$ cat config.mk
export PLATFORM = sky130hd
export DESIGN_NAME = c3mc_ram
export DESIGN_NICKNAME = d
export VERILOG_FILES = /design/src/design/c3mc_ram.sv
export SDC_FILE = /design/constraint.sdc
export NUM_CORES = 1
export LEC_CHECK = 0
export BUFFER_PORTS_ARGS = -buffer_cell sky130_fd_sc_hd__buf_2
export CORE_MARGIN = 5
export CORE_UTILIZATION = 63
export CTS_CLUSTER_SIZE = 8
export DETAILED_ROUTE_END_ITERATION = 16
export PLACE_DENSITY = 0.88
export SYNTH_ARGS = -nofsm -noshare
export SYNTH_HDL_FRONTEND = slang
export SYNTH_SLANG_ARGS = --single-unit
export TNS_END_PERCENT = 100
$ cat constraint.sdc
create_clock -name clock -period 2.95 [get_ports clock]
set_input_delay 0.4425 -clock clock [delete_from_list [all_inputs] [get_ports clock]]
set_output_delay 0.4425 -clock clock [all_outputs]
set_load 0.01 [all_outputs]
$ cat src/design/c3mc_ram.sv
// Generic single-write, single-read RAM with a registered read port.
module c3mc_ram #(
   parameter int WIDTH = 16,
   parameter int DEPTH = 8
) (
   input  logic                                     clock,
   input  logic                                     wr_en,
   input  logic [(DEPTH > 1 ? $clog2(DEPTH) : 1)-1:0] wr_addr,
   input  logic [WIDTH-1:0]                         wr_data,
   input  logic [(DEPTH > 1 ? $clog2(DEPTH) : 1)-1:0] rd_addr,
   output logic [WIDTH-1:0]                         rd_data
);
   logic [WIDTH-1:0] mem_ff [DEPTH];
   logic [WIDTH-1:0] rd_data_ff;

   always_ff @(posedge clock) begin
      if (wr_en) begin
         mem_ff[wr_addr] <= wr_data;
      end
      rd_data_ff <= mem_ff[rd_addr];
   end

   assign rd_data = rd_data_ff;
endmodule

==> impl_metrics.toml <==
[run_status]
status = "completed"

[critical_path]
crit_family = "multiplexers"
required_ns = 3.35
cp_max_fo = 32
timing.rr.end = "rd_data[1]"
crit-reg2reg-launch = "mem_ff[3][1]"
r2r_slack_ns = 1.63
path_buf_inv = 2
crit_type = "input pin to flip-flop"
rr_worst_depth = 2
start_kind = "input pin"
slowest_stage = "mux4_1"
cp.arrival_ns = 1.94
slowest_delay_ns = 0.65
end_kind = "flip-flop"
cp_cell_sequence = "buf_2, buf_4, mux4_1, mux2_2"

[placement]
globalplace.congestion = 0.650
place_ws_ns = 0.889
io_buffers = 39

[detailed_routing]
drtPass1Iterations = 4
drtIter0Drc = 111
drt-met1-wl_um = 3630
ant_nets = 0
wl_um = 8870
dr_wl_met2_um = 4620
wl_met3_um = 496
vias_per_cell = 5.91
drc = 0
wire_per_inst_um = 22.7
top_layer = "met4"
vias = 2303

[power]
leakagePower_nw = 2.16
power_density_nw_per_um2 = 722
ir_worst_vdd_mv = 0.469

[synth]
syn-cell-area_um2 = 5290
synth_cell_types = 12
netlist.area_leader.share = 0.726
ys_seq_area_frac = 0.787
syn_inst = 214
synth_nets = 238
ys_ff_latch = 144
yosysTopAreaCell = "edfxtp_1"
synthTopCellsByArea = "edfxtp_1 (73%), mux4_1 (14%), dfxtp_1 (6.1%)"
ys_warn_count = 0
synth.avg_cell_area_um2 = 24.7

[clock_network]
post_cts_buffers = 0
cts_made_buffers = 17
clk_latency_ns = 0.51
hold_buffers = 0
max-clock-path-buffers = 2
cts_tree = "built"
root_buffer = "clkbuf_8"
cts_resized = 0
cts.clk_slew.worst_paths_ns = 0.06
cts.sinks = 144
htree_num_levels = 4

[floorplanning]
core_area_um2 = 8220
die_h_um = 102
io_pins = 40
core.rowCount = 33
start_util = 0.644
dieArea_um2 = 10300
die_w_um = 102

[timing]
fin_crit_sh = 0.522
fin_skew_ns = 0.00855
min_period_ns = 1.54
slew_headroom = 0.509
worst_pin_slew_ns = 0.737
timing.hold.ws_ns = 0.195
slew_violations = 0
fmax_ghz = 0.650
setup_viol = 0
fin_ws_ns = 1.41
grt_setup_unrepaired = "false"
hold_viol = 0
tns_ns = 0

[global_routing]
grt_usage = 0.193
antenna_found_initial = 0
grt_max_degree = 33
grt_pass1_wl_um = 13700
grt_overflow = 0
grt_pass1_vias = 2418

[finish]
final_cell_mix = "edfxtp_1 (128), buf_2 (39), mux4_1 (28)"
num_antenna_cells = 0
final_common_cell = "edfxtp_1"
drive_gt1_frac = 0.354
synthToLayoutAreaGrowth_pct = 16.7
fin_util = 0.752
nets = 296

[run]
maxCapViolCount = 0

[min_path]
min_from = "wr_data[15]"
worstHoldEndpoint = "mem_ff[0][15]"
hold_depth = 1
hold_class = "input pin to flip-flop"
-- worst reg2reg max path, stage by stage (launching register included) --
cell and delay (ns):
edfxtp_1 0.40, mux4_1 0.54, mux2_2 0.28
-- worst max path at each step --
stage                           from      endpoint  slack [ns]  cells after the start
after floorplan           wr_addr[2]  mem_ff[0][0]        0.78                      2
after global placement    rd_addr[0]   rd_data[13]        0.94                      4
final                     rd_addr[0]    rd_data[9]        1.41                      4
after detailed placement  rd_addr[0]    rd_data[3]        0.89                      4
after global routing      rd_addr[0]    rd_data[9]        1.37                      4
after CTS                 rd_addr[0]    rd_data[9]        1.42                      4
-- routing by layer --
layer,up-vias,track usage
met5,-,0
met4,0,0.0767
met3,12,0.0613
met2,63,0.310
met1,1187,0.250
li1,1041,-
-- layout make-up --
type | count | area (µm²)
clock buffer | 18 | 428
clock inverter | 14 | 118
fill | 432 | 2040
multi-input combinational | 61 | 1070
sequential | 144 | 4160
tap | 105 | 131
timing repair buffer | 48 | 263
-- sequential cells by signal (all words and copies together) (netlist names) --
name and count:
mem_ff 128, rd_data 16
-- synthesized netlist by cell type --
cell      count
mux2_2       16
buf_1         4
nand2_1       2
buf_6         4
mux4_2        4
mux4_1       28
clkbuf_2      1
nand2b_1      3
edfxtp_1    128
nor2_1        6
dfxtp_1      16
nor3_1        2
-- cells by family (layout without fill, tap and decap cells) --
group	Yosys count	in the layout	share of synthesized area
buffers and inverters	9	80	0.0123
DFF	144	144	0.787
muxes	48	48	0.190
and+or+nand+nor	13	13	0.0111
-- per-stage QoR --
step                      power, mW  cell area, µm²  std cells
after floorplan                2.49            5290        214
after global placement         2.57            5630        358
after detailed placement       2.58            5630        358
after CTS                      4.51            6180        390
after global routing           4.62            6180        390
final                          4.46            6180        390
-- where the power goes --
group	leakage (nW)	total (mW)	internal, mW	switching [mW]
Clock	0.256	1.92	1.13	0.792
Sequential	1.30	2.32	2.30	0.0197
Combinational	0.608	0.214	0.103	0.111
Total	2.16	4.46	3.54	0.923
Note: power is estimated with default switching activity, not from simulation.
