--- config.mk ---
export PLATFORM = sky130hd
export DESIGN_NAME = c3mc_merge
export DESIGN_NICKNAME = d
export VERILOG_FILES = /design/src/design/c3mc_pkg.sv /design/src/design/c3mc_merge.sv
export SDC_FILE = /design/constraint.sdc
export NUM_CORES = 1
export LEC_CHECK = 0
export BUFFER_PORTS_ARGS = -buffer_cell sky130_fd_sc_hd__buf_2
export CORE_AREA = 3 3 195 197
export CTS_CLUSTER_DIAMETER = 50
export DETAILED_ROUTE_END_ITERATION = 8
export DIE_AREA = 0 0 198 200
export PLACE_DENSITY = 0.66
export SLEW_MARGIN = 20
export SYNTH_ARGS = -nofsm -noshare
export SYNTH_HDL_FRONTEND = slang
export SYNTH_SLANG_ARGS = --single-unit
--- constraint.sdc ---
create_clock -name clock -period 12.38 [get_ports clock]
set_input_delay 1.857 -clock clock [delete_from_list [all_inputs] [get_ports clock]]
set_output_delay 1.857 -clock clock [all_outputs]
set_load 0.05 [all_outputs]
--- src/design/c3mc_pkg.sv ---
// Shared beat types and codes for the multichannel 3x3 convolution unit.
package c3mc_pkg;

   localparam int VALUE_W = 16;
   localparam int FRAC_W  = 10;
   localparam int TAG_W   = 6;
   localparam int FID_W   = 3;

   localparam logic [1:0] MODE_WEIGHT = 2'd0;
   localparam logic [1:0] MODE_BIAS   = 2'd1;
   localparam logic [1:0] MODE_PIXEL  = 2'd2;

   typedef struct packed {
      logic [1:0]                mode;
      logic [7:0]                load_index;
      logic signed [VALUE_W-1:0] load_value;
      logic signed [VALUE_W-1:0] chan_a;
      logic signed [VALUE_W-1:0] chan_b;
      logic signed [VALUE_W-1:0] chan_c;
   } req_type;

   typedef struct packed {
      logic [TAG_W-1:0]          out_row;
      logic [TAG_W-1:0]          out_col;
      logic [FID_W-1:0]          filter_id;
      logic signed [VALUE_W-1:0] result_value;
      logic                      last;
   } rsp_type;

   // Position and filter that travel alongside one result through the adder tree.
   typedef struct packed {
      logic [TAG_W-1:0] row;
      logic [TAG_W-1:0] col;
      logic [FID_W-1:0] filter;
      logic             last;
   } tag_type;

endpackage

--- src/design/c3mc_merge.sv ---
// Registered adder tree that merges the lane products and the bias into one result beat.
module c3mc_merge #(
   parameter int ROW_COUNT = 3,
   parameter int ROW_LANES = 9
) (
   input  logic                                           clock,
   input  logic                                           reset,
   input  logic                                           en,
   input  logic                                           i_valid,
   input  c3mc_pkg::tag_type                              i_tag,
   input  logic [c3mc_pkg::VALUE_W-1:0]                   i_bias,
   input  logic [ROW_COUNT*ROW_LANES-1:0][c3mc_pkg::VALUE_W-1:0] lane_prod,
   output logic                                           rsp_valid,
   output c3mc_pkg::rsp_type                              rsp_data
);
   import c3mc_pkg::*;

   logic               m_valid_ff, s_valid_ff, o_valid_ff;
   tag_type            m_tag_ff, s_tag_ff;
   logic [VALUE_W-1:0] m_bias_ff, s_bias_ff;
   logic [VALUE_W-1:0] s_row_ff [ROW_COUNT];
   logic [VALUE_W-1:0] s_row_in [ROW_COUNT];
   logic [VALUE_W-1:0] total;
   rsp_type            o_data_ff;

   always_comb begin
      for (int r = 0; r < ROW_COUNT; r++) begin
         s_row_in[r] = '0;
         for (int l = 0; l < ROW_LANES; l++) begin
            s_row_in[r] = s_row_in[r] + lane_prod[r*ROW_LANES + l];
         end
      end
      total = s_bias_ff;
      for (int r = 0; r < ROW_COUNT; r++) begin
         total = total + s_row_ff[r];
      end
   end

   always_ff @(posedge clock) begin
      if (reset) begin
         m_valid_ff <= 1'b0;
         s_valid_ff <= 1'b0;
         o_valid_ff <= 1'b0;
      end else if (en) begin
         m_valid_ff <= i_valid;
         s_valid_ff <= m_valid_ff;
         o_valid_ff <= s_valid_ff;
      end
   end

   always_ff @(posedge clock) begin
      if (en) begin
         m_tag_ff  <= i_tag;
         m_bias_ff <= i_bias;
         s_tag_ff  <= m_tag_ff;
         s_bias_ff <= m_bias_ff;
         s_row_ff  <= s_row_in;
         o_data_ff.out_row      <= s_tag_ff.row;
         o_data_ff.out_col      <= s_tag_ff.col;
         o_data_ff.filter_id    <= s_tag_ff.filter;
         o_data_ff.result_value <= total;
         o_data_ff.last         <= s_tag_ff.last;
      end
   end

   assign rsp_valid = o_valid_ff;
   assign rsp_data  = o_data_ff;
endmodule

==> summary.txt, run 1 <==
Outcome
  – Status: completed

Placement
  – Dpl ws: roughly 6.2 ns
  – GPL Wtd Cong: 0.866
  – Post-placement cell area: 18600 um2
  – Port bufs: 500
  – Post-placement cell count: 2226
  – HPWL after DPL: 29500 um

Yosys
  – Post-Syn Area: 15400 um2
  – Async SR Flop Fraction: 0%
  – Main area contributors after synthesis: fa_1, edfxtp_1, inv_1
  – Netlist cell types: 50
  – Number of flops mapped to enable cells by yosys: 144
  – Syn Area/Cell: ~12 um2
  – Sequential cell area fraction in the yosys report: 28.4%
  – Mapped Cells: around 1300
  – Post-synth top area share: between 40% and 50%
  – Synth Register Bits: 147
  – Total number of yosys warnings: 0
  – Biggest area consumer among synthesized cells: fa_1
  – Post-synth net total: approximately 2100
  – Most used DFF post-synth: edfxtp_1

Pwr
  – LEAKAGE: 0.00957 uW
  – VDD IR max: 0.170 mV
  – Power per cell area: 305 nW/um2

Floorplan
  – Die extent in y: around 200 um
  – Initial core utilization: about 42%
  – Num ports: 501
  – Die Wd: 198 um
  – Core Region: 36400 um2
  – Total Die Area: 39600 um2
  – Floorplan row count: 70

Critical path
  – Crit path buffers/inverters: 3
  – Critical-path cell list: buf_2 -> fa_1 -> fa_1 -> fa_1 -> inv_1 -> fa_1 -> inv_1 -> ha_1 -> a21oi_1 -> a2bb2oi_1 -> o221ai_2 -> or4_1 -> a31oi_1 -> o22ai_1
  – RR Endpoint: rsp_data[16]$_DFFE_PP_
  – Worst path arrival time: 5.90 ns
  – Crit path max fanout: 3
  – Endpoint class of the critical path: register
  – CP Launch Type: input port
  – CP max-delay cell: fa_1
  – WP data required: 12.53 ns
  – Worst R2R Start: s_row_ff[1]$_DFFE_PP_
  – Crit-path max cell delay: 0.56 ns
  – WS Path Type: input port to register
  – Worst r2r path cells: 11
  – Cell mode on critical path: fa_1
  – Crit-path leading delay family: adder cells
  – Worst R2R Setup Slack: 8.84 ns

Timing
  – Fin. max-slew vios: 0
  – Worst setup margin: 6.63 ns
  – Min Tclk post-route: 5.75 ns
  – Fmax: 174 MHz
  – Final period util: 46.5%
  – Worst Skew: 0.00810 ns
  – Slew margin rel.: about 36%
  – Unrepaired setup endpoints after global routing: no
  – Setup tns final: 0 ns
  – Final setup fails: 0
  – Transition time of the tightest slew-check pin: 0.960 ns
  – Final hold vios: 0

Cells and area
  – Cell Count, Final, Fillers Out: 2260
  – Fin area: 19100 um2
  – Layout area overhead: 23.9%
  – Layout cell share with drive strength beyond 1: 30.2%
  – Most common cell after layout, fill and taps aside: buf_2
  – Most frequent cells in the layout: buf_2, inv_1, fa_1
  – Nets: 2641

CTS
  – Post-CTS Setup Inserts: 0
  – Root buffer cell: clkbuf_16
  – Sink Count: about 150
  – Reg clk slew, reported paths: 0.07 ns
  – Max H-tree Level: 4
  – Clk_lat worst skew: 0.42 ns
  – Cts hold-fix bufs: 0
  – Longest Clk Path Bufs: 2
  – TritonCTS clock tree: yes
  – Num CTS Buffers: 17
  – Post-cts sizing count: 0

Hold path
  – Hold Path End: rsp_data[21]$_DFFE_PP_
  – Depth of the worst hold-timing path: 0
  – Worst hold start: s_tag_ff[5]$_DFFE_PP_
  – Min-Delay Path Class: register to register

Route
  – Via count: between 10000 and 15000
  – Final WL: roughly 33000 um
  – DRT iter0 DRCs: between 300 and 400
  – Vias/cell: about 4.5
  – Residual DRC count: 0
  – Pre-Repair DR Iteration Count: 5
  – Drt wl/cell: 14.4 um
  – Final ANT Viol Nets: 0

Global route
  – Initial antenna violation count: 5
  – First-pass GRT wire length: 52100 um
  – Total congestion overflow: 0
  – Total track usage: 16.9%
  – Largest net degree at the start of global routing: 78
  – Vias in the first global route: 11100

Run
  – Max Cap Viol: 0
[stage by stage]
step,total power [uW],hold slack [ns],util (%)
finish,5840,0.411,52.5
CTS,5920,0.413,52.5
floorplan,4430,0.400,-
global placement,5290,0.401,50.9
global route,6540,0.416,52.5
detailed placement,5400,0.405,50.9
[cells by family after synthesis]
group,Yosys count,share of synthesized area (%)
buffers and inverters,430,10.4
adder cells (fa/ha/maj),396,48.3
flip-flops,147,28.4
AO/OA/AOI/OAI,109,4.89
XOR/XNOR,91,5.16
AND/OR/NAND/NOR,81,2.67
multiplexers,3,0.194
[metal layers]
metal | up-vias | track usage [%] | wire [um]
met5 | - | 0 | 31
met4 | 6 | 3.43 | 454
met3 | 32 | 3.27 | 1700
met2 | 293 | 31.7 | 17800
met1 | 4927 | 20.3 | 12600
li1 | 4823 | - | -
[registers in the layout, summed over array words and instances (netlist names)]
register,flops
m_valid_ff,1
s_row_ff,48
rsp_valid,1
m_bias_ff,16
m_tag_ff,16
s_valid_ff,1
s_tag_ff,16
rsp_data,32
s_bias_ff,16
[how the worst max path moves through the flow]
stage,depth (start not counted),from,end
2_1_floorplan,13,lane_prod[391],s_row_ff[15]$_DFFE_PP_
3_3_place_gp,14,lane_prod[387],s_row_ff[15]$_DFFE_PP_
3_5_place_dp,14,lane_prod[387],s_row_ff[15]$_DFFE_PP_
4_1_cts,14,lane_prod[387],s_row_ff[15]$_DFFE_PP_
5_1_grt,14,lane_prod[387],s_row_ff[15]$_DFFE_PP_
6_report,14,lane_prod[387],s_row_ff[15]$_DFFE_PP_
[cell type report]
cell class | instances | area [um2]
antenna | 2 | 5.00
inverter | 430 | 1610
tap | 468 | 586
clock inverter | 14 | 141
clock buffer | 18 | 439
fill | 3210 | 17300
timing repair buffer | 501 | 2520
sequential | 147 | 4380
multi-input combinational | 680 | 9450
[Yosys cell counts, drive strengths merged (3+ instances only)]
| cell | count |
|---|---|
| and4 | 3 |
| a21oi | 25 |
| o21a | 12 |
| edfxtp | 144 |
| or3 | 4 |
| nand3 | 5 |
| xnor2 | 75 |
| nor2 | 26 |
| o21ai | 20 |
| dfxtp | 3 |
| ha | 63 |
| fa | 333 |
| or4 | 3 |
| inv | 430 |
| and3 | 4 |
| a21o | 10 |
| nor2b | 6 |
| and2 | 4 |
| a211oi | 9 |
| nor3 | 7 |
| nand2 | 10 |
| mux2i | 3 |
| o22ai | 3 |
| o211ai | 7 |
| xor2 | 16 |
| nand2b | 5 |
[worst register-to-register path, delay by kind of cell (launching register included)]
family	cells	cell delay, ns
DFF	1	0.44
and+or+nand+nor	2	0.32
buffers and inverters	1	0.08
adders and majority gates	4	1.65
AOI/OAI and AO/OA	4	0.87
[power by group]
part | internal [uW] | switching (uW) | leakage (uW)
registers | 976 | 75.3 | 0.00143
logic | 1930 | 2370 | 0.00785
clock network | 272 | 222 | 0.000287
(Power assumes the default switching activity.)
==> run 2: changes to the inputs <==
--- a/config.mk
+++ b/config.mk
@@ -5,12 +5,14 @@
 export SDC_FILE = /design/constraint.sdc
 export NUM_CORES = 1
 export LEC_CHECK = 0
+export ABC_AREA = 1
 export BUFFER_PORTS_ARGS = -buffer_cell sky130_fd_sc_hd__buf_2
-export CORE_AREA = 3 3 195 197
+export CORE_ASPECT_RATIO = 0.8
+export CORE_MARGIN = 3
+export CORE_UTILIZATION = 48
 export CTS_CLUSTER_DIAMETER = 50
 export DETAILED_ROUTE_END_ITERATION = 8
-export DIE_AREA = 0 0 198 200
-export PLACE_DENSITY = 0.66
+export PLACE_DENSITY = 0.77
 export SLEW_MARGIN = 20
 export SYNTH_ARGS = -nofsm -noshare
 export SYNTH_HDL_FRONTEND = slang
==> constraint.sdc (replaced) <==
create_clock -name clock -period 4.7 [get_ports clock]
set_input_delay 0.705 -clock clock [delete_from_list [all_inputs] [get_ports clock]]
set_output_delay 0.705 -clock clock [all_outputs]
set_load 0.05 [all_outputs]
==> run 2 against run 1 <==
Effect of this change:
- global-route usage rose by 3.7 points
- synthesized cell count rose by 18%
- die area fell by 10%
- first-iteration DRC count rose by 61%
- critical path type unchanged
- clock-buffer cell count fell by 1
- total power rose to 2.7 times the previous value
- wire length rose by 10%
- utilization rose by 7.9 points
- register-to-register slack got worse by 7.4 ns
- flip-flop and latch count did not move
==> summary.txt, run 2 <==
Floorplan
  – Floorplan row count: 59 (-16%)
  – Initial core utilization: 49.0% (+6.6 points)
  – Num ports: 501 (unchanged)
  – Die Wd: 210 um (+6.1%)
  – Core Region: 32600 um2 (-10%)
  – Die extent in y: 169 um (-15%)
  – Total Die Area: 35500 um2 (-10%)

Route
  – Pre-Repair DR Iteration Count: 5 (unchanged)
  – Via count: 11300 (+12%)
  – DRT iter0 DRCs: 519 (+61%)
  – Final WL: 35900 um (+10%)
  – Vias/cell: 4.62 (+3.5%)
  – Residual DRC count: 0 (unchanged)
  – Drt wl/cell: 14.6 um (+1.7%)
  – Final ANT Viol Nets: 0 (unchanged)

Pwr
  – Combinational Power Share: 73.6% (about the same)
  – VDD IR max: 0.616 mV (+260%)
  – NetSw: 7910 uW (+200%)
  – Sw frac: 49.4% (+3.7 points)
  – LEAKAGE: 0.0104 uW (+8.2%)
  – Clock power frac: 9.0% (+0.5 points)
  – Flop pwr share: 17.4% (-0.6 points)
  – Power per cell area: 812 nW/um2 (+170%)
  – Int Power: 8100 uW (+160%)

Cells and area
  – Layout cell share with drive strength beyond 1: 27.1% (-3.1 points)
  – Biggest register: s_row_ff
  – Most common cell after layout, fill and taps aside: inv_1
  – Reg area: 4380 um2 (unchanged)
  – Footprint of the multi-input gates: 9700 um2 (+2.6%)
  – Util after Layout: 60.4% (+7.9 points)
  – Nets: 2875 (+8.9%)
  – Fill count: 2685 (-16%)
  – Max reg flops: 48 (unchanged)
  – Layout area overhead: 23.4%
  – Most frequent cells in the layout: inv_1, buf_2, fa_1
  – Fin area: 19700 um2 (+3.0%)

Timing
  – Final hold vios: 0 (unchanged)
  – Final period util: 92.5%
  – Min Tclk post-route: around 4.3 ns
  – Fin. max-slew vios: 0 (unchanged)
  – Slew margin rel.: 46.9% (+11 points)
  – Fmax: 230 MHz
  – Transition time of the tightest slew-check pin: 0.797 ns (-0.163 ns)
  – Worst setup margin: 0.352 ns (-6.28 ns)
  – Unrepaired setup endpoints after global routing: no
  – Final setup fails: 0 (unchanged)
  – Worst Skew: 0.00891 ns (+0.000813 ns)

Critical path
  – Worst r2r path cells: 11 (unchanged)
  – WP data required: 4.87 ns (-7.66 ns)
  – Crit path max fanout: 3 (unchanged)
  – Endpoint class of the critical path: register
  – Worst path arrival time: 4.52 ns (-1.38 ns)
  – CP Launch Type: input port
  – WS Path Type: input port to register

Yosys
  – Commonest cells post-synth: inv_1, fa_1, nand2_1
  – Sequential cell area fraction in the yosys report: 27.4% (-0.94 points)
  – Synth Register Bits: 147 (unchanged)
  – Number of flops mapped to enable cells by yosys: 144 (unchanged)
  – Post-synth net total: 2349 (+11%)
  – Total number of yosys warnings: 0 (unchanged)
  – Async SR Flop Fraction: 0% (unchanged)
  – Mapped Cells: 1485 (+18%)
  – Post-Syn Area: 16000 um2 (+3.4%)
  – Top-count cell post-synth: inv_1
  – Most used DFF post-synth: edfxtp_1
  – Syn Area/Cell: 10.8 um2 (-12%)
  – Biggest area consumer among synthesized cells: fa_1
  – Main area contributors after synthesis: fa_1, edfxtp_1, inv_1
  – Netlist cell types: 30 (-40%)
  – Post-synth top area share: 41.7% (-1.4 points)

Hold path
  – Depth of the worst hold-timing path: 0 (unchanged)
  – Min-Delay Path Class: register to register

Global route
  – Largest net degree at the start of global routing: 88 (+13%)
  – Vias in the first global route: 12300 (+11%)
  – Total track usage: 20.6% (+3.7 points)
  – Total congestion overflow: 0 (unchanged)
  – Initial antenna violation count: 4 (-1)
  – First-pass GRT wire length: 57700 um (+11%)

Placement
  – Dpl ws: -0.0381 ns (-6.25 ns)
  – HPWL after DPL: 32600 um (+10%)
  – GPL Wtd Cong: 0.887 (+2.4%)
  – Post-placement cell area: 19100 um2 (+2.8%)
  – Port bufs: 500 (unchanged)

CTS
  – Clk_lat worst skew: 0.42 ns (about the same)
  – Post-cts sizing count: 0 (unchanged)
  – Root buffer cell: clkbuf_16
  – TritonCTS clock tree: yes
  – Cts hold-fix bufs: 0 (unchanged)
  – Longest Clk Path Bufs: 2 (unchanged)
  – Post-CTS Setup Inserts: 0 (unchanged)
  – Max H-tree Level: 4 (unchanged)
  – Num CTS Buffers: 17 (unchanged)
  – Reg clk slew, reported paths: 0.06 ns (about the same)
  – Sink Count: 147 (unchanged)

Run
  – Max Cap Viol: 0 (unchanged)

Outcome
  – Status: completed
-- run 2: cell count changes after synthesis, sizes merged, moves of 20 or more --
cell   before  now
inv       430  504
nand2      10  175
nand3       5   43
nor2       26   46
xnor2      75   30
xor2       16   39
-- run 2: critical path, cell delays in order --
cell	delay, ns
buf_2	0.11
fa_1	0.51
fa_1	0.53
inv_1	0.06
fa_1	0.56
fa_1	0.43
inv_1	0.07
ha_1	0.20
inv_1	0.10
fa_1	0.44
o21ai_1	0.33
nand3_1	0.13
nand2_1	0.12
a21oi_1	0.08
xor2_1	0.14
-- run 2: power groups by stage --
stage | logic (uW) | clock network [uW] | registers (uW)
2_1_floorplan | 8680 | 0 | 3020
3_3_place_gp | 11400 | 0 | 2830
3_5_place_dp | 11800 | 0 | 2840
4_1_cts | 11800 | 1470 | 2810
5_1_grt | 13600 | 1530 | 2840
6_report | 11800 | 1430 | 2790
-- run 2: cells by family after synthesis --
family	share of synthesized area [%]
AND/OR/NAND/NOR	7.25
AO/OA/AOI/OAI	3.01
XOR/XNOR	3.78
flip-flops	27.4
adder cells (fa/ha/maj)	46.7
buffers and inverters	11.9
-- run 2: routing by layer --
layer | GRT usage (%) | vias to the layer above | part of all wire, %
met3 | 3.38 | 51 | 5.4
met5 | 0 | - | 0.13
met4 | 4.74 | 6 | 1.5
met2 | 37.4 | 336 | 54
met1 | 26.2 | 5516 | 39
li1 | - | 5408 | -
-- run 2: area by class of cell --
cell class                      count  area share [%]
Antenna cell                        1          0.0127
Timing Repair Buffer              507            13.0
Clock inverter                     15            1.05
Inverter                          505            9.62
Clock buffer                       17            2.16
Multi-Input combinational cell    833            49.2
Tap cell                          427            2.71
Sequential cell                   147            22.2
-- run 2: through the flow --
stage | hold WS [ns] | setup TNS, ns | cells | total power, uW
5_1_grt | 0.419 | 0 | 2451 | 18000
6_report | 0.415 | 0 | 2452 | 16000
4_1_cts | 0.418 | 0 | 2451 | 16100
3_5_place_dp | 0.405 | -0.0381 | 2419 | 14600
2_1_floorplan | 0.400 | 0 | 1485 | 11700
3_3_place_gp | 0.401 | 0 | 2419 | 14300
-- run 2: final timing paths --
path	from	endpoint	slack, ns
setup / recovery	lane_prod[98]	s_row_ff[44]$_DFFE_PP_	0.35
setup reg to reg	s_row_ff[0]$_DFFE_PP_	rsp_data[10]$_DFFE_PP_	1.47
hold reg to reg	m_tag_ff[12]$_DFFE_PP_	s_tag_ff[12]$_DFFE_PP_	0.42
hold / removal	m_tag_ff[12]$_DFFE_PP_	s_tag_ff[12]$_DFFE_PP_	0.42
==> run 3: changes to the inputs <==
--- a/config.mk
+++ b/config.mk
@@ -12,7 +12,7 @@
 export CORE_UTILIZATION = 48
 export CTS_CLUSTER_DIAMETER = 50
 export DETAILED_ROUTE_END_ITERATION = 8
-export PLACE_DENSITY = 0.77
+export PLACE_DENSITY = 0.82
 export SLEW_MARGIN = 20
 export SYNTH_ARGS = -nofsm -noshare
 export SYNTH_HDL_FRONTEND = slang
==> run 3 against run 2 <==
Effect of this change:
- critical path depth unchanged
- total power about the same
- die area unchanged
- non-clock buffer count up 2
- clock-buffer cell count unchanged
- clock skew up 0.0011 ns
- wire length up 1.7%
- critical endpoint unchanged
- largest power group unchanged
==> summary.txt, run 3 (synthesis results as in run 2) <==
Hold path
  – Min-Delay Path Class: register to register

CTS
  – Cts hold-fix bufs: 0 (unchanged)
  – Max H-tree Level: 4 (unchanged)
  – Sink Count: 147 (unchanged)
  – Clk_lat worst skew: 0.42 ns (about the same)
  – TritonCTS clock tree: yes
  – Longest Clk Path Bufs: 2 (unchanged)
  – Post-CTS Setup Inserts: 0 (unchanged)
  – Post-cts sizing count: 0 (unchanged)
  – Root buffer cell: clkbuf_16
  – Num CTS Buffers: 17 (unchanged)
  – Reg clk slew, reported paths: 0.06 ns (about the same)

Cells and area
  – Layout area overhead: 23.1%
  – Most common cell after layout, fill and taps aside: inv_1
  – Most frequent cells in the layout: inv_1, buf_2, fa_1
  – Biggest register: s_row_ff
  – Fill count: 2694 (+0.34%)
  – Max reg flops: 48 (unchanged)
  – Nets: 2877 (+0.070%)
  – Layout cell share with drive strength beyond 1: 27.1% (about the same)

Critical path
  – Cell mode on critical path: fa_1
  – Endpoint class of the critical path: register
  – Critical-path cell list: buf_2 -> fa_1 -> fa_1 -> inv_1 -> fa_1 -> fa_1 -> inv_1 -> ha_1 -> inv_1 -> fa_1 -> o21ai_1 -> nand3_1 -> nand2_1 -> a21oi_1 -> xor2_1
  – Worst path arrival time: 4.44 ns (-0.08 ns)
  – WS Path Type: input port to register
  – Crit-path leading delay family: adder cells
  – CP Launch Type: input port
  – Crit path max fanout: 3 (unchanged)
  – WP data required: 4.87 ns (about the same)
  – Crit-path max cell delay: 0.55 ns (about the same)
  – CP max-delay cell: fa_1
  – Crit path buffers/inverters: 4 (unchanged)

Global route
  – Total congestion overflow: 0 (unchanged)
  – Initial antenna violation count: 7 (+3)
  – First-pass GRT wire length: 58700 um (+1.7%)
  – Largest net degree at the start of global routing: 77 (-13%)
  – Vias in the first global route: 12300 (+0.42%)
  – Total track usage: 21.0% (+0.40 points)

Outcome
  – Status: completed

Floorplan
  – Die Wd: 210 um (unchanged)
  – Core Region: 32600 um2 (unchanged)
  – Die extent in y: 169 um (unchanged)
  – Floorplan row count: 59 (unchanged)
  – Total Die Area: 35500 um2 (unchanged)
  – Num ports: 501 (unchanged)
  – Initial core utilization: 49.0% (unchanged)

Route
  – Via count: 11300 (-0.080%)
  – Drt wl/cell: 14.9 um (+1.4%)
  – Residual DRC count: 0 (unchanged)
  – Pre-Repair DR Iteration Count: 5 (unchanged)
  – Final WL: 36500 um (+1.7%)
  – Vias/cell: 4.60 (-0.32%)
  – DRT iter0 DRCs: 438 (-16%)
  – Final ANT Viol Nets: 0 (unchanged)

Timing
  – Slew margin rel.: 53.9% (+7.0 points)
  – Hold WS: 0.417 ns (+0.00164 ns)
  – Fin. max-slew vios: 0 (unchanged)
  – Fmax: 234 MHz (+1.7%)
  – Setup tns final: 0 ns (unchanged)
  – Worst Skew: 0.0100 ns (+0.00109 ns)
  – Final period util: 91.0% (-1.6 points)
  – Final hold vios: 0 (unchanged)
  – Transition time of the tightest slew-check pin: 0.691 ns (-0.105 ns)
  – Final setup fails: 0 (unchanged)
  – Min Tclk post-route: 4.27 ns (-0.0730 ns)
  – Unrepaired setup endpoints after global routing: no

Pwr
  – LEAKAGE: 0.0103 uW (-0.22%)
  – Power per cell area: 813 nW/um2 (+0.11%)
  – VDD IR max: 0.549 mV (-11%)

Placement
  – HPWL after DPL: 33300 um (+2.2%)
  – Port bufs: 500 (unchanged)
  – GPL Wtd Cong: 0.927 (+4.6%)

Run
  – Max Cap Viol: 0 (unchanged)
[run 3: cell types whose count changed in the layout (fill, tap and decap cells not counted), sizes merged]
cell,previous run,this run
diode,1,5
buf,507,509
bufinv,3,1
clkinv,3,5
clkinvlp,0,1
inv,514,513
[run 3: area by class of cell]
type	count	area, um2	area share, %
clock buffer	17	425	2.16
clock inverter	15	145	0.738
timing repair buffer	509	2580	13.1
sequential	147	4380	22.3
inverter	505	1900	9.64
tap	427	534	2.72
antenna	5	12.5	0.0636
multi-input combinational	833	9700	49.3
[run 3: worst register-to-register path, stage by stage, from the launching register on]
cell and delay [ns]:
edfxtp_1 0.43, fa_1 0.49, fa_1 0.50, ha_1 0.21, inv_1 0.11, fa_1 0.50
o21ai_1 0.22, nand3_1 0.11, nand2_2 0.11, nand3_1 0.09, nand2_1 0.15, xnor2_1 0.09
[run 3: where the power goes]
group	internal (uW)	switching [uW]
combinational	4740	7160
clock	744	555
sequential	2580	225
[run 3: through the flow]
stage	utilization, %	worst slack (ns)	cell area, um2	power [uW]	cells
6_report	60.3	0.425	19700	16000	2458
5_1_grt	60.3	0.239	19700	17900	2457
4_1_cts	60.3	0.436	19700	16100	2453
3_5_place_dp	58.5	0.00261	19100	14700	2421
3_3_place_gp	58.5	0.0776	19100	14300	2421
2_1_floorplan	-	0.353	16000	11700	1485
[run 3: final timing paths]
path | start | to | slack (ns) | cells after the start
max | lane_prod[98] | s_row_ff[44]$_DFFE_PP_ | 0.43 | 15
min | m_tag_ff[4]$_DFFE_PP_ | s_tag_ff[4]$_DFFE_PP_ | 0.42 | 0
max reg2reg | s_row_ff[1]$_DFFE_PP_ | rsp_data[16]$_DFFE_PP_ | 1.44 | 11
min reg2reg | m_tag_ff[4]$_DFFE_PP_ | s_tag_ff[4]$_DFFE_PP_ | 0.42 | 0
[run 3: metal layers]
| metal | vias up | global-route usage [%] | part of all wire, % |
|---|---|---|---|
| met5 | - | 0 | 0.093 |
| met4 | 4 | 5.73 | 2.0 |
| met3 | 48 | 4.23 | 6.5 |
| met2 | 371 | 37.2 | 52 |
| met1 | 5470 | 26.5 | 39 |
| li1 | 5415 | - | - |
