### src/design/c3mc_pkg.sv
// Shared beat types and codes for the multichannel 3x3 convolution unit.
package c3mc_pkg;

   localparam int VALUE_W = 16;
   localparam int FRAC_W  = 10;
   localparam int TAG_W   = 6;
   localparam int FID_W   = 3;

   localparam logic [1:0] MODE_WEIGHT = 2'd0;
   localparam logic [1:0] MODE_BIAS   = 2'd1;
   localparam logic [1:0] MODE_PIXEL  = 2'd2;

   typedef struct packed {
      logic [1:0]                mode;
      logic [7:0]                load_index;
      logic signed [VALUE_W-1:0] load_value;
      logic signed [VALUE_W-1:0] chan_a;
      logic signed [VALUE_W-1:0] chan_b;
      logic signed [VALUE_W-1:0] chan_c;
   } req_type;

   typedef struct packed {
      logic [TAG_W-1:0]          out_row;
      logic [TAG_W-1:0]          out_col;
      logic [FID_W-1:0]          filter_id;
      logic signed [VALUE_W-1:0] result_value;
      logic                      last;
   } rsp_type;

   // Position and filter that travel alongside one result through the adder tree.
   typedef struct packed {
      logic [TAG_W-1:0] row;
      logic [TAG_W-1:0] col;
      logic [FID_W-1:0] filter;
      logic             last;
   } tag_type;

endpackage

### src/design/c3mc_ram.sv
// Generic single-write, single-read RAM with a registered read port.
module c3mc_ram #(
   parameter int WIDTH = 16,
   parameter int DEPTH = 8
) (
   input  logic                                     clock,
   input  logic                                     wr_en,
   input  logic [(DEPTH > 1 ? $clog2(DEPTH) : 1)-1:0] wr_addr,
   input  logic [WIDTH-1:0]                         wr_data,
   input  logic [(DEPTH > 1 ? $clog2(DEPTH) : 1)-1:0] rd_addr,
   output logic [WIDTH-1:0]                         rd_data
);
   logic [WIDTH-1:0] mem_ff [DEPTH];
   logic [WIDTH-1:0] rd_data_ff;

   always_ff @(posedge clock) begin
      if (wr_en) begin
         mem_ff[wr_addr] <= wr_data;
      end
      rd_data_ff <= mem_ff[rd_addr];
   end

   assign rd_data = rd_data_ff;
endmodule

### src/design/c3mc_lane.sv
// One multiplier lane: the weights of one window tap for every filter, and its product.
module c3mc_lane #(
   parameter int LANE         = 0,
   parameter int FILTER_COUNT = 8
) (
   input  logic                                               clock,
   input  logic                                               en,
   input  logic                                               wr_en,
   input  logic [7:0]                                         wr_index,
   input  logic signed [c3mc_pkg::VALUE_W-1:0]                wr_value,
   input  logic [(FILTER_COUNT > 1 ? $clog2(FILTER_COUNT) : 1)-1:0] rd_filter,
   input  logic signed [c3mc_pkg::VALUE_W-1:0]                pixel,
   output logic [c3mc_pkg::VALUE_W-1:0]                       prod
);
   import c3mc_pkg::*;

   localparam int FILT_W = FILTER_COUNT > 1 ? $clog2(FILTER_COUNT) : 1;
   localparam int LO     = LANE * FILTER_COUNT;

   logic                     hit;
   logic [FILT_W-1:0]        wr_addr;
   logic [VALUE_W-1:0]       weight;
   logic signed [2*VALUE_W-1:0] full;
   logic [VALUE_W-1:0]       prod_ff;

   assign hit     = wr_en && (int'(wr_index) >= LO) && (int'(wr_index) < LO + FILTER_COUNT);
   assign wr_addr = FILT_W'(int'(wr_index) - LO);

   c3mc_ram #(.WIDTH(VALUE_W), .DEPTH(FILTER_COUNT)) u_weights (
      .clock   (clock),
      .wr_en   (hit),
      .wr_addr (wr_addr),
      .wr_data (wr_value),
      .rd_addr (rd_filter),
      .rd_data (weight)
   );

   // The floor shift by the fraction width keeps only bits that survive the 16-bit wrap.
   assign full = pixel * $signed(weight);

   always_ff @(posedge clock) begin
      if (en) begin
         prod_ff <= full[FRAC_W +: VALUE_W];
      end
   end

   assign prod = prod_ff;
endmodule

### config.mk
export PLATFORM = sky130hd
export DESIGN_NAME = c3mc_lane
export DESIGN_NICKNAME = d
export VERILOG_FILES = /design/src/design/c3mc_pkg.sv /design/src/design/c3mc_ram.sv /design/src/design/c3mc_lane.sv
export SDC_FILE = /design/constraint.sdc
export NUM_CORES = 1
export LEC_CHECK = 0
export ABC_AREA = 1
export BUFFER_PORTS_ARGS = -buffer_cell sky130_fd_sc_hd__buf_2
export CORE_MARGIN = 2
export CORE_UTILIZATION = 51
export CTS_BUF_LIST = sky130_fd_sc_hd__clkbuf_4 sky130_fd_sc_hd__clkbuf_8
export DETAILED_ROUTE_END_ITERATION = 10
export PLACE_DENSITY = 0.77
export REMOVE_ABC_BUFFERS = 1
export SYNTH_ARGS = -nofsm -noshare
export SYNTH_HDL_FRONTEND = slang
export SYNTH_SLANG_ARGS = --single-unit
### constraint.sdc
create_clock -name clock -period 17.2 [get_ports clock]
set_input_delay 3.44 -clock clock [delete_from_list [all_inputs] [get_ports clock]]
set_output_delay 3.44 -clock clock [all_outputs]
set_load 0.02 [all_outputs]
==> impl_results.rst, run 1 <==
.. list-table::
   :header-rows: 1

   * - Metric
     - Value
   * - Synth Area in Simple Gates
     - 0.148
   * - Placeable core region
     - 0.0280 sq mm
   * - Unrepaired setup endpoints after global routing
     - no
   * - Htree depth
     - 4
   * - Global-route congestion overflow total
     - 0
   * - Multiplexer area fraction after synthesis
     - 0
   * - Clock sink count
     - 160
   * - Gate Count Post-Synth
     - 1628
   * - Critical Path, Cell by Cell
     - buf_2, nand2_1, fa_1, inv_1, fa_1, inv_1, fa_1, inv_1, fa_1, fa_1, inv_1, fa_1, inv_1, ha_1, a21oi_1, nor2_1, nor2_1, nand2_1, nand2_1, nand2_1, a21oi_1, inv_1, nand2_1, nand2_1
   * - Class of the most critical setup path
     - input pin to flip-flop
   * - Maximum Capacitance Violations
     - 0
   * - Tcrit/Tclk final
     - 0.486
   * - Worst-case register-to-register setup slack
     - 11.23 ns
   * - Status
     - completed
   * - Minimum clock period after layout
     - 8.35 ns
   * - Number of vias after detailed routing
     - 10.5k
   * - CTS Hold Buffers Added
     - 0
   * - Number of antenna violations at the first check in global routing
     - 1
   * - Total I/O pin count
     - 62
   * - I/O Buffers
     - 61
   * - Clock Tree Buf Depth
     - 2
   * - GRT Resource Usage Total
     - 0.229
   * - Final routed wirelength across all metal layers
     - 32.6 mm
   * - Maximum number of pins on one net before global-route repair
     - 66
   * - Synth top cells by count
     - inv_1, nand2_1, fa_1
   * - TritonCTS clock tree
     - built
   * - Final design instance area without fill
     - 0.0156 sq mm
   * - Maximum clock frequency
     - 120 MHz
   * - Register clock-pin slew on the reported worst setup and hold paths
     - 0.11 ns
   * - Relative slew slack
     - 0.239
   * - Critical path data required time
     - 17.42 ns
   * - Master of the slowest instance on the critical path
     - fa_1
   * - Share of post-route cells with drive strength above 1
     - 0.0711
   * - Seq/Total Area, Yosys
     - 0.318
   * - Effective utilization at floorplan
     - 0.521
   * - Number of inserted diodes
     - 0
   * - Number of failing hold endpoints at the final stage
     - 0
   * - Area of the die
     - 0.0300 sq mm
   * - Horiz. Die Dim
     - 173 um
   * - Final weighted congestion in routability-driven placement
     - 0.929
   * - Endpoint arrival time on the critical path
     - 8.58 ns
   * - Area share of the leading cell type in the synthesized netlist
     - 0.296
   * - Clk Latency, worst-skew pair
     - 0.46 ns
   * - Endpoint class of the critical path
     - flip-flop
   * - Most instantiated flip-flop cell in the synthesis netlist
     - edfxtp_1
   * - Summed instance area of the synthesized netlist
     - 0.0146 sq mm
   * - Vias per cell
     - 5.15
   * - Fraction of synthesis flops using an asynchronous set or reset pin
     - 0
   * - Transition at the pin with the smallest max-transition slack
     - 1.14 ns
   * - Number of flops mapped to enable cells by yosys
     - 144
   * - Post-synthesis cell type with the largest combined area
     - edfxtp_1
   * - Routed len/inst
     - 16.0 um
   * - Post-synthesis average cell area
     - 8.96 sq um
   * - CP Max Fanout
     - 16
   * - Most frequent cell after synthesis
     - inv_1
   * - Setup tns final
     - 0 ns
   * - Synthesized-area fraction occupied by xor and xnor cells
     - 0.00900
   * - Number of rows created at floorplan
     - 61
   * - Count of final max-slew check failures
     - 0
   * - Cell depth of the worst min-delay path
     - 2
   * - Number of gates resized after cts
     - 0
   * - Worst clock skew
     - 0.0197 ns
   * - Nets
     - 1973
   * - Hold/Removal Path Class
     - flip-flop to flip-flop
   * - Category of the worst setup path launch point
     - input pin
   * - Remaining design rule violation count
     - 0
   * - Area contributors post-synth
     - edfxtp_1, fa_1, inv_1, nand2_1, ha_1
   * - Die H
     - 173 um
   * - Largest family of logic cells by synthesized area
     - adder cells
   * - Number of register bits inferred by synthesis
     - 160
   * - Placed wire-length estimate
     - 24.3 mm
   * - Syn-to-layout area delta
     - 6.89%
   * - Number of buffers created by CTS
     - 17
   * - Fill cell instance count of the final layout
     - 2433
   * - Number of cells on the worst reg-to-reg path
     - 19
   * - Compound-Gate Fraction of Synth Area
     - 0.0529
   * - Netlist cell types
     - 33
   * - Buffer count from post-CTS setup fixing
     - 0
   * - Router iterations before antenna repair
     - 6
   * - Footprint of the flip-flops and latches
     - 0.00464 sq mm
   * - Number of setup violations in the final report
     - 0
   * - Ys Warns
     - 0
   * - Remaining number of nets flagged by the antenna check after routing
     - 0
   * - Global-route wire length before repair
     - 54.4 mm
   * - Adder-cell share of the synthesized area
     - 0.347
   * - Detailed router's first-iteration violation count
     - 810
   * - Slowest Stage Delay on Critical Path
     - 0.58 ns
   * - Root Driver
     - clkbuf_8
   * - Number of global-route vias before repair
     - 11.0k
   * - Area used by multi-input combinational logic
     - 0.00816 sq mm
   * - Total cell area at the placement stage
     - 0.0152 sq mm
[metal layers]
layer,wire length [um],share of wire,global-route usage,vias up
li1,-,-,-,4914
met1,13500,0.41,0.298,5093
met2,15700,0.48,0.385,437
met3,2660,0.082,0.0497,57
met4,706,0.022,0.0689,0
met5,0,0,0,-
[per-stage QoR]
stage	hold slack (ns)	worst slack, ns	std cells	util
after floorplan	0.525	9.00	1558	-
after global placement	0.550	8.46	2006	0.543
after detailed placement	0.570	8.38	2006	0.543
after CTS	0.576	8.89	2038	0.557
after global routing	0.605	8.59	2038	0.557
final	0.571	8.85	2038	0.557
[kinds of logic (layout without fill, tap and decap cells)]
kind of cell / after synthesis / count (layout)
simple gates: 550 / 550
buf+inv: 482 / 514
xor+xnor: 15 / 15
compound gates: 141 / 141
fa+ha+maj: 280 / 280
flops: 160 / 160
[layout make-up]
cell class	instances	area share
Multi-Input combinational cell	986	0.523
Sequential cell	160	0.298
Inverter	412	0.0991
Tap cell	378	0.0303
Timing Repair Buffer	70	0.0239
Clock buffer	17	0.0150
Clock inverter	15	0.0107
[flip-flops by register name, summed over array words and instances (netlist names)]
| signal | flops |
|---|---|
| prod | 16 |
| u_weights.mem_ff | 128 |
| u_weights.rd_data | 16 |
[worst max-delay path: cells and delay by family]
family / cells / cell delay [ns]
AOI/OAI and AO/OA: 2 / 0.37
adders and majority gates: 7 / 3.40
buffers and inverters: 7 / 0.64
and+or+nand+nor: 8 / 0.71
[placed cells by master (no fill, tap or decap), types with 2 or more instances in the layout]
master,n
fa_1,208
nand4_1,3
inv_8,4
ha_1,72
inv_6,4
edfxtp_1,144
inv_1,411
dfxtp_1,16
buf_4,9
clkbuf_8,17
xnor2_1,5
nor2_1,150
o21ai_1,3
a21o_1,2
nor3_2,6
o22ai_1,16
nor4_1,2
or2_2,3
o21ai_0,70
nand3b_1,2
nor3_1,2
xor2_1,10
o21bai_1,6
a21oi_1,24
buf_2,61
nand2b_1,2
nand3_1,26
nand2_1,348
nand2_2,3
clkinv_8,4
a31oi_1,19
[worst paths after layout]
kind | start | to
worst min register to register | u_weights.mem_ff[1][5] | u_weights.rd_data[5]
worst min-delay path | u_weights.mem_ff[1][5] | u_weights.rd_data[5]
worst max-delay path | pixel[7] | prod[15]
worst max register to register | u_weights.rd_data[1] | prod[15]
Power of run 1 is not shown: default switching activity piles up to over one toggle a cycle in this logic, so the estimate is an artifact.
==> run 2: changes to the inputs <==
Settings changed: ABC_AREA 1 to 0.
Clock period 17.2 ns to 7.8 ns, I/O delays scaled along.
==> run 2 against run 1 <==
Global-route usage is 0.13 points lower. Highest routed layer is now met5. Register-to-register slack worse by 9.7 ns. Clock skew is 0.00063 ns lower. Hold slack better by 0.11 ns. Sequential share of layout area is 1.5 points higher. Area after synthesis is 5.6% lower. Die area is 5.5% lower. Critical path depth is 4 lower. Cell count is 24% lower. Flip-flop and latch count stayed put.
==> impl_results.rst, run 2 <==
.. list-table::
   :header-rows: 1

   * - Metric
     - Value
   * - Status
     - completed (unchanged)
   * - Number of gates resized after cts
     - 0 (unchanged)
   * - Maximum number of pins on one net before global-route repair
     - 33 (was 66)
   * - Worst clock skew
     - 0.0190 ns (was 0.0197 ns)
   * - Htree depth
     - 4 (unchanged)
   * - Highest-count cells in the layout ignoring fill and taps
     - inv_1, fa_1, edfxtp_1 (was inv_1, nand2_1, fa_1)
   * - Remaining number of nets flagged by the antenna check after routing
     - 0 (unchanged)
   * - Number of buffers created by CTS
     - 17 (unchanged)
   * - Area of the die
     - 0.0283 sq mm (was 0.0300 sq mm)
   * - Seq/Total Area, Yosys
     - 0.337 (was 0.318)
   * - Die H
     - 168 um (was 173 um)
   * - Most frequent cell after synthesis
     - inv_1 (unchanged)
   * - Router iterations before antenna repair
     - 5 (was 6)
   * - Maximum clock frequency
     - 147 MHz
   * - CTS Hold Buffers Added
     - 0 (unchanged)
   * - Effective utilization at floorplan
     - 0.515 (was 0.521)
   * - Share of post-route cells with drive strength above 1
     - 0.137 (was 0.0711)
   * - Detailed router's first-iteration violation count
     - 446 (was 810)
   * - Post-synthesis average cell area
     - 12.1 sq um (was 8.96 sq um)
   * - Placed wire-length estimate
     - 21.5 mm (was 24.3 mm)
   * - Critical path data required time
     - 8.00 ns (was 17.42 ns)
   * - Number of global-route vias before repair
     - 9438 (was 11.0k)
   * - Number of cells in the finished layout apart from fillers
     - 1543 (was 2038)
   * - TritonCTS clock tree
     - built (unchanged)
   * - Commonest non-fill, non-tap cell in the layout
     - inv_1 (unchanged)
   * - Clock sink count
     - 160 (unchanged)
   * - Area contributors post-synth
     - edfxtp_1, fa_1, inv_1, ha_1, and2_1 (was edfxtp_1, fa_1, inv_1, nand2_1, ha_1)
   * - Netlist cell types
     - 46 (was 33)
   * - Endpoint class of the critical path
     - flip-flop (unchanged)
   * - Class of the most critical setup path
     - input pin to flip-flop (unchanged)
   * - Number of vias after detailed routing
     - 8296 (was 10.5k)
   * - Unrepaired setup endpoints after global routing
     - no (unchanged)
   * - Summed instance area of the synthesized netlist
     - 0.0138 sq mm (was 0.0146 sq mm)
   * - Number of failing hold endpoints at the final stage
     - 0 (unchanged)
   * - Category of the worst setup path launch point
     - input pin (unchanged)
   * - Number of flops mapped to enable cells by yosys
     - 144 (unchanged)
   * - Buffer count from post-CTS setup fixing
     - 0 (unchanged)
   * - Critical Path, Cell by Cell
     - buf_2, nand2_1, fa_1, inv_1, fa_1, inv_1, fa_1, inv_1, fa_1, fa_1, inv_1, fa_1, inv_1, ha_1, a21oi_1, o21ai_0, a21oi_2, a21oi_2, a2111oi_0, nor3_1 (was buf_2, nand2_1, fa_1, inv_1, fa_1, inv_1, fa_1, inv_1, fa_1, fa_1, inv_1, fa_1, inv_1, ha_1, a21oi_1, nor2_1, nor2_1, nand2_1, nand2_1, nand2_1, a21oi_1, inv_1, nand2_1, nand2_1)
   * - Total cell area at the placement stage
     - 0.0144 sq mm (was 0.0152 sq mm)
   * - Global-route congestion overflow total
     - 0 (unchanged)
   * - Final setup slack of the worst path
     - 0.990 ns (was 8.85 ns)
   * - Master of the slowest instance on the critical path
     - fa_1 (unchanged)
   * - Number of setup violations in the final report
     - 0 (unchanged)
   * - Tcrit/Tclk final
     - 0.873
   * - Root Driver
     - clkbuf_8 (unchanged)
   * - Clk Latency, worst-skew pair
     - 0.46 ns (about the same)
   * - Placeable core region
     - 0.0267 sq mm (was 0.0280 sq mm)
   * - Final weighted congestion in routability-driven placement
     - 0.828 (was 0.929)
   * - Post-synthesis cell type with the largest combined area
     - edfxtp_1 (unchanged)
   * - Fill cell instance count of the final layout
     - 2175 (was 2433)
   * - Register clock-pin slew on the reported worst setup and hold paths
     - 0.10 ns (was 0.11 ns)
   * - Count of final max-slew check failures
     - 0 (unchanged)
   * - Top register by number of flip-flops
     - u_weights.mem_ff (unchanged)
   * - Number of inserted diodes
     - 0 (unchanged)
   * - Most instantiated flip-flop cell in the synthesis netlist
     - edfxtp_1 (unchanged)
   * - Clock Tree Buf Depth
     - 2 (unchanged)
   * - Number of instances in the placed design
     - 1511 (was 2006)
   * - Area share of the leading cell type in the synthesized netlist
     - 0.314 (was 0.296)
   * - Synth top cells by count
     - inv_1, fa_1, edfxtp_1 (was inv_1, nand2_1, fa_1)
   * - Minimum clock period after layout
     - 6.81 ns
   * - Number of flip-flops in the largest register
     - 128 (unchanged)
   * - Routed len/inst
     - 19.0 um (was 16.0 um)
   * - Horiz. Die Dim
     - 168 um (was 173 um)
   * - Endpoint arrival time on the critical path
     - 7.01 ns (was 8.58 ns)
   * - Gate Count Post-Synth
     - 1140 (was 1628)
   * - Number of register bits inferred by synthesis
     - 160 (unchanged)
   * - Number of antenna violations at the first check in global routing
     - 1 (unchanged)
   * - Syn-to-layout area delta
     - 7.87% (was 6.89%)
   * - Final design instance area without fill
     - 0.0149 sq mm (was 0.0156 sq mm)
   * - Transition at the pin with the smallest max-transition slack
     - 1.16 ns (was 1.14 ns)
   * - Fraction of synthesis flops using an asynchronous set or reset pin
     - 0 (unchanged)
   * - Hold/Removal Path Class
     - flip-flop to flip-flop (unchanged)
   * - Remaining design rule violation count
     - 0 (unchanged)
   * - Most frequent cell on the critical path
     - fa_1
   * - I/O Buffers
     - 61 (unchanged)
   * - Final routed wirelength across all metal layers
     - 29.4 mm (was 32.6 mm)
   * - CP Max Fanout
     - 16 (unchanged)
   * - Slowest Stage Delay on Critical Path
     - 0.55 ns (was 0.58 ns)
   * - Relative slew slack
     - 0.229 (was 0.239)
   * - Setup tns final
     - 0 ns (unchanged)
   * - Total I/O pin count
     - 62 (unchanged)
   * - Ys Warns
     - 0 (unchanged)
   * - GRT Resource Usage Total
     - 0.227 (was 0.229)
   * - Maximum Capacitance Violations
     - 0 (unchanged)
   * - Worst slack after detailed placement
     - 0.536 ns (was 8.38 ns)
   * - Vias per cell
     - 5.38 (was 5.15)
   * - Number of rows created at floorplan
     - 60 (was 61)
   * - Nets
     - 1515 (was 1973)
   * - Global-route wire length before repair
     - 49.1 mm (was 54.4 mm)
## run 2: kinds of logic (layout without fill, tap and decap cells)
kind of cell,after synthesis,in the layout,synth area share
AO/OA/AOI/OAI,40,40,0.0231
XOR/XNOR,34,34,0.0216
adder cells (fa/ha/maj),280,280,0.368
flip-flops,160,160,0.337
AND/OR/NAND/NOR,284,284,0.104
buffers and inverters,294,356,0.0804
multiplexers,48,48,0.0654
## run 2: area by class of cell
type | instances | area [sq um] | area share
Multi-Input combinational cell | 686 | 8030 | 0.540
Sequential cell | 160 | 4640 | 0.313
Inverter | 254 | 953 | 0.0642
Tap cell | 341 | 427 | 0.0287
Timing Repair Buffer | 70 | 373 | 0.0251
Clock buffer | 18 | 241 | 0.0163
Clock inverter | 14 | 186 | 0.0126
## run 2: final timing paths
check | cells after the start | endpoint | from | slack [ns]
worst min-delay path | 2 | u_weights.rd_data[0] | u_weights.mem_ff[2][0] | 0.68
worst min register to register | 2 | u_weights.rd_data[0] | u_weights.mem_ff[2][0] | 0.68
worst max register to register | 17 | prod[8] | u_weights.rd_data[1] | 1.56
worst max-delay path | 20 | prod[8] | pixel[7] | 0.99
## run 2: worst max-delay path, delay by kind of cell
| kind | cells | cell delay [ns] |
|---|---|---|
| compound gates | 5 | 1.22 |
| simple gates | 2 | 0.24 |
| fa+ha+maj | 7 | 3.40 |
| buf+inv | 6 | 0.57 |
## run 2: per-layer routing
metal,GRT usage,share of wire,routed length [um],vias to the layer above
met5,0,0.00044,13,-
met4,0.0963,0.038,1110,2
met3,0.0388,0.059,1730,78
met2,0.388,0.51,15000,274
met1,0.289,0.39,11500,4279
li1,-,-,-,3663
## run 2: per-stage QoR
stage                     utilization  hold slack (ns)
after floorplan                     -            0.656
after global placement          0.540            0.664
after detailed placement        0.540            0.672
after CTS                       0.556            0.694
after global routing            0.556            0.719
final                           0.556            0.685
Power of run 2 is left out for the same reason.
==> run 3: changes to the inputs <==
Settings changed: BUFFER_PORTS_ARGS -buffer_cell sky130_fd_sc_hd__buf_2 to default, DONT_BUFFER_PORTS from default to 1, PLACE_DENSITY 0.77 to 0.75.
==> run 3 against run 2 <==
Die area unchanged. Setup slack improved by 0.41 ns. Register-to-register slack got worse by 0.02 ns. Flip-flop and latch count unchanged. Cell count decreased by 3.8%. Critical path type unchanged. Routed wire length increased by 0.82%. Design area decreased by 2.1%. Via count decreased by 2.0%. Critical endpoint unchanged. Fmax increased by 6.4%. Global-route usage decreased by 0.35 points.
==> impl_results.rst, run 3 (same netlist as run 2, synthesis figures left out) <==
.. list-table::
   :header-rows: 1

   * - Metric
     - Value
   * - Status
     - completed (unchanged)
   * - Remaining number of nets flagged by the antenna check after routing
     - 0 (unchanged)
   * - Number of cells on the worst reg-to-reg path
     - 19 (was 17)
   * - Number of flip-flops in the largest register
     - 128 (unchanged)
   * - Tcrit/Tclk final
     - 0.820 (was 0.873)
   * - Top register by number of flip-flops
     - u_weights.mem_ff (unchanged)
   * - I/O Buffers
     - 0 (was 61)
   * - Clk Latency, worst-skew pair
     - 0.45 ns (was 0.46 ns)
   * - Fill cell instance count of the final layout
     - 2233 (was 2175)
   * - Hold Path End
     - u_weights.rd_data[1] (was u_weights.rd_data[0])
   * - Critical path data required time
     - 8.00 ns (about the same)
   * - Global-route congestion overflow total
     - 0 (unchanged)
   * - Number of failing hold endpoints at the final stage
     - 0 (unchanged)
   * - Number of gates resized after cts
     - 0 (unchanged)
   * - Number of rows created at floorplan
     - 60 (unchanged)
   * - Number of global-route vias before repair
     - 9068 (was 9438)
   * - Unrepaired setup endpoints after global routing
     - no (unchanged)
   * - Horiz. Die Dim
     - 168 um (unchanged)
   * - Number of vias after detailed routing
     - 8126 (was 8296)
   * - Category of the worst setup path launch point
     - input pin (unchanged)
   * - RR Endpoint
     - prod[8] (unchanged)
   * - Class of the most critical setup path
     - input pin to flip-flop (unchanged)
   * - Maximum clock frequency
     - 156 MHz (was 147 MHz)
   * - GRT busiest layer
     - met2 (unchanged)
   * - Minimum clock period after layout
     - 6.40 ns (was 6.81 ns)
   * - Router iterations before antenna repair
     - 5 (unchanged)
   * - Maximum Capacitance Violations
     - 0 (unchanged)
   * - TritonCTS clock tree
     - built (unchanged)
   * - Cell depth of the worst min-delay path
     - 2 (unchanged)
   * - Routed len/inst
     - 19.9 um (was 19.0 um)
   * - Share of post-route cells with drive strength above 1
     - 0.0935 (was 0.137)
   * - Number of buffers created by CTS
     - 17 (unchanged)
   * - Final weighted congestion in routability-driven placement
     - 0.905 (was 0.828)
   * - CP Max Fanout
     - 16 (unchanged)
   * - Effective utilization at floorplan
     - 0.515 (unchanged)
   * - Footprint of the flip-flops and latches
     - 0.00464 sq mm (unchanged)
   * - Number of inserted diodes
     - 0 (unchanged)
   * - Placed wire-length estimate
     - 22.0 mm (was 21.5 mm)
   * - Root Driver
     - clkbuf_8 (unchanged)
   * - Clock Tree Buf Depth
     - 2 (unchanged)
   * - CTS Hold Buffers Added
     - 0 (unchanged)
   * - Worst-case register-to-register setup slack
     - 1.54 ns (was 1.56 ns)
   * - Maximum number of pins on one net before global-route repair
     - 33 (unchanged)
   * - Global Route met1 Usage
     - 0.285 (was 0.289)
   * - Clock sink count
     - 160 (unchanged)
   * - Highest-count cells in the layout ignoring fill and taps
     - inv_1, fa_1, edfxtp_1 (unchanged)
   * - Global-route wire length before repair
     - 47.9 mm (was 49.1 mm)
   * - Setup tns final
     - 0 ns (unchanged)
   * - Htree depth
     - 4 (unchanged)
   * - Met2 track demand over resource in global routing
     - 0.390 (was 0.388)
   * - Number of antenna violations at the first check in global routing
     - 0 (was 1)
   * - Area of the die
     - 0.0283 sq mm (unchanged)
   * - Placeable core region
     - 0.0267 sq mm (unchanged)
   * - Buffer count from post-CTS setup fixing
     - 0 (unchanged)
   * - Number of setup violations in the final report
     - 0 (unchanged)
   * - Relative slew slack
     - 0.427 (was 0.229)
   * - Remaining design rule violation count
     - 0 (unchanged)
   * - Met3 track utilization from global routing
     - 0.0433 (was 0.0388)
   * - WHS
     - 0.686 ns (was 0.685 ns)
   * - Count of final max-slew check failures
     - 0 (unchanged)
   * - GRT Resource Usage Total
     - 0.224 (was 0.227)
   * - Total I/O pin count
     - 62 (unchanged)
   * - Hold/Removal Path Class
     - flip-flop to flip-flop (unchanged)
   * - Die H
     - 168 um (unchanged)
   * - Endpoint class of the critical path
     - flip-flop (unchanged)
   * - Worst clock skew
     - 0.0149 ns (was 0.0190 ns)
   * - Nets
     - 1457 (was 1515)
   * - Syn-to-layout area delta
     - 5.61% (was 7.87%)
   * - Commonest non-fill, non-tap cell in the layout
     - inv_1 (unchanged)
   * - Detailed router's first-iteration violation count
     - 574 (was 446)
   * - Endpoint arrival time on the critical path
     - 6.60 ns (was 7.01 ns)
   * - Worst hold start
     - u_weights.mem_ff[4][1] (was u_weights.mem_ff[2][0])
   * - Transition at the pin with the smallest max-transition slack
     - 0.858 ns (was 1.16 ns)
   * - Area used by multi-input combinational logic
     - 0.00803 sq mm (unchanged)
   * - Vias per cell
     - 5.47 (was 5.38)
   * - Reg2Reg Launch Point
     - u_weights.rd_data[7] (was u_weights.rd_data[1])
   * - Final routed wirelength across all metal layers
     - 29.6 mm (was 29.4 mm)
   * - Register clock-pin slew on the reported worst setup and hold paths
     - 0.11 ns (was 0.10 ns)
[run 3: layout make-up]
class,count,area share
Multi-Input combinational cell,686,0.552
Sequential cell,160,0.319
Inverter,254,0.0656
Tap cell,341,0.0293
Clock buffer,17,0.0161
Clock inverter,15,0.0114
Timing Repair Buffer,12,0.00620
[run 3: worst max-delay path by stage]
stage / from / to / slack (ns)
6_report: pixel[8] / prod[8] / 1.40
5_1_grt: pixel[15] / prod[14] / 1.15
4_1_cts: pixel[8] / prod[8] / 1.43
3_5_place_dp: pixel[8] / prod[8] / 0.94
3_3_place_gp: pixel[8] / prod[8] / 0.93
2_1_floorplan: pixel[15] / prod[14] / 1.26
[run 3: through the flow]
step                instance area, sq um   util  setup WS (ns)  instances
finish                             14500  0.544           1.40       1485
global route                       14500  0.544           1.15       1485
CTS                                14500  0.544           1.43       1485
detailed placement                 14100  0.529          0.937       1453
global placement                   14100  0.529          0.927       1453
floorplan                          13600      -           1.26       1100
[run 3: critical path, cell delays in order]
cell and delay [ns]:
and2_1 0.14, fa_1 0.53, inv_1 0.04, fa_1 0.45, fa_1 0.51, inv_1 0.05, fa_1 0.51, fa_1 0.50
inv_1 0.06, fa_1 0.48, inv_1 0.05, ha_1 0.31, a21oi_1 0.22, o21ai_0 0.15, a21oi_2 0.30, a21oi_2 0.17
a2111oi_0 0.44, nor3_1 0.10
[run 3: routing by layer]
metal  part of all wire  routed length, um  vias up
met5                  0                  0        -
met4              0.027                804        0
met3              0.070               2080       52
met2               0.51              15100      299
met1               0.39              11600     4229
li1                   -                  -     3546
Power of run 3 is left out for the same reason.
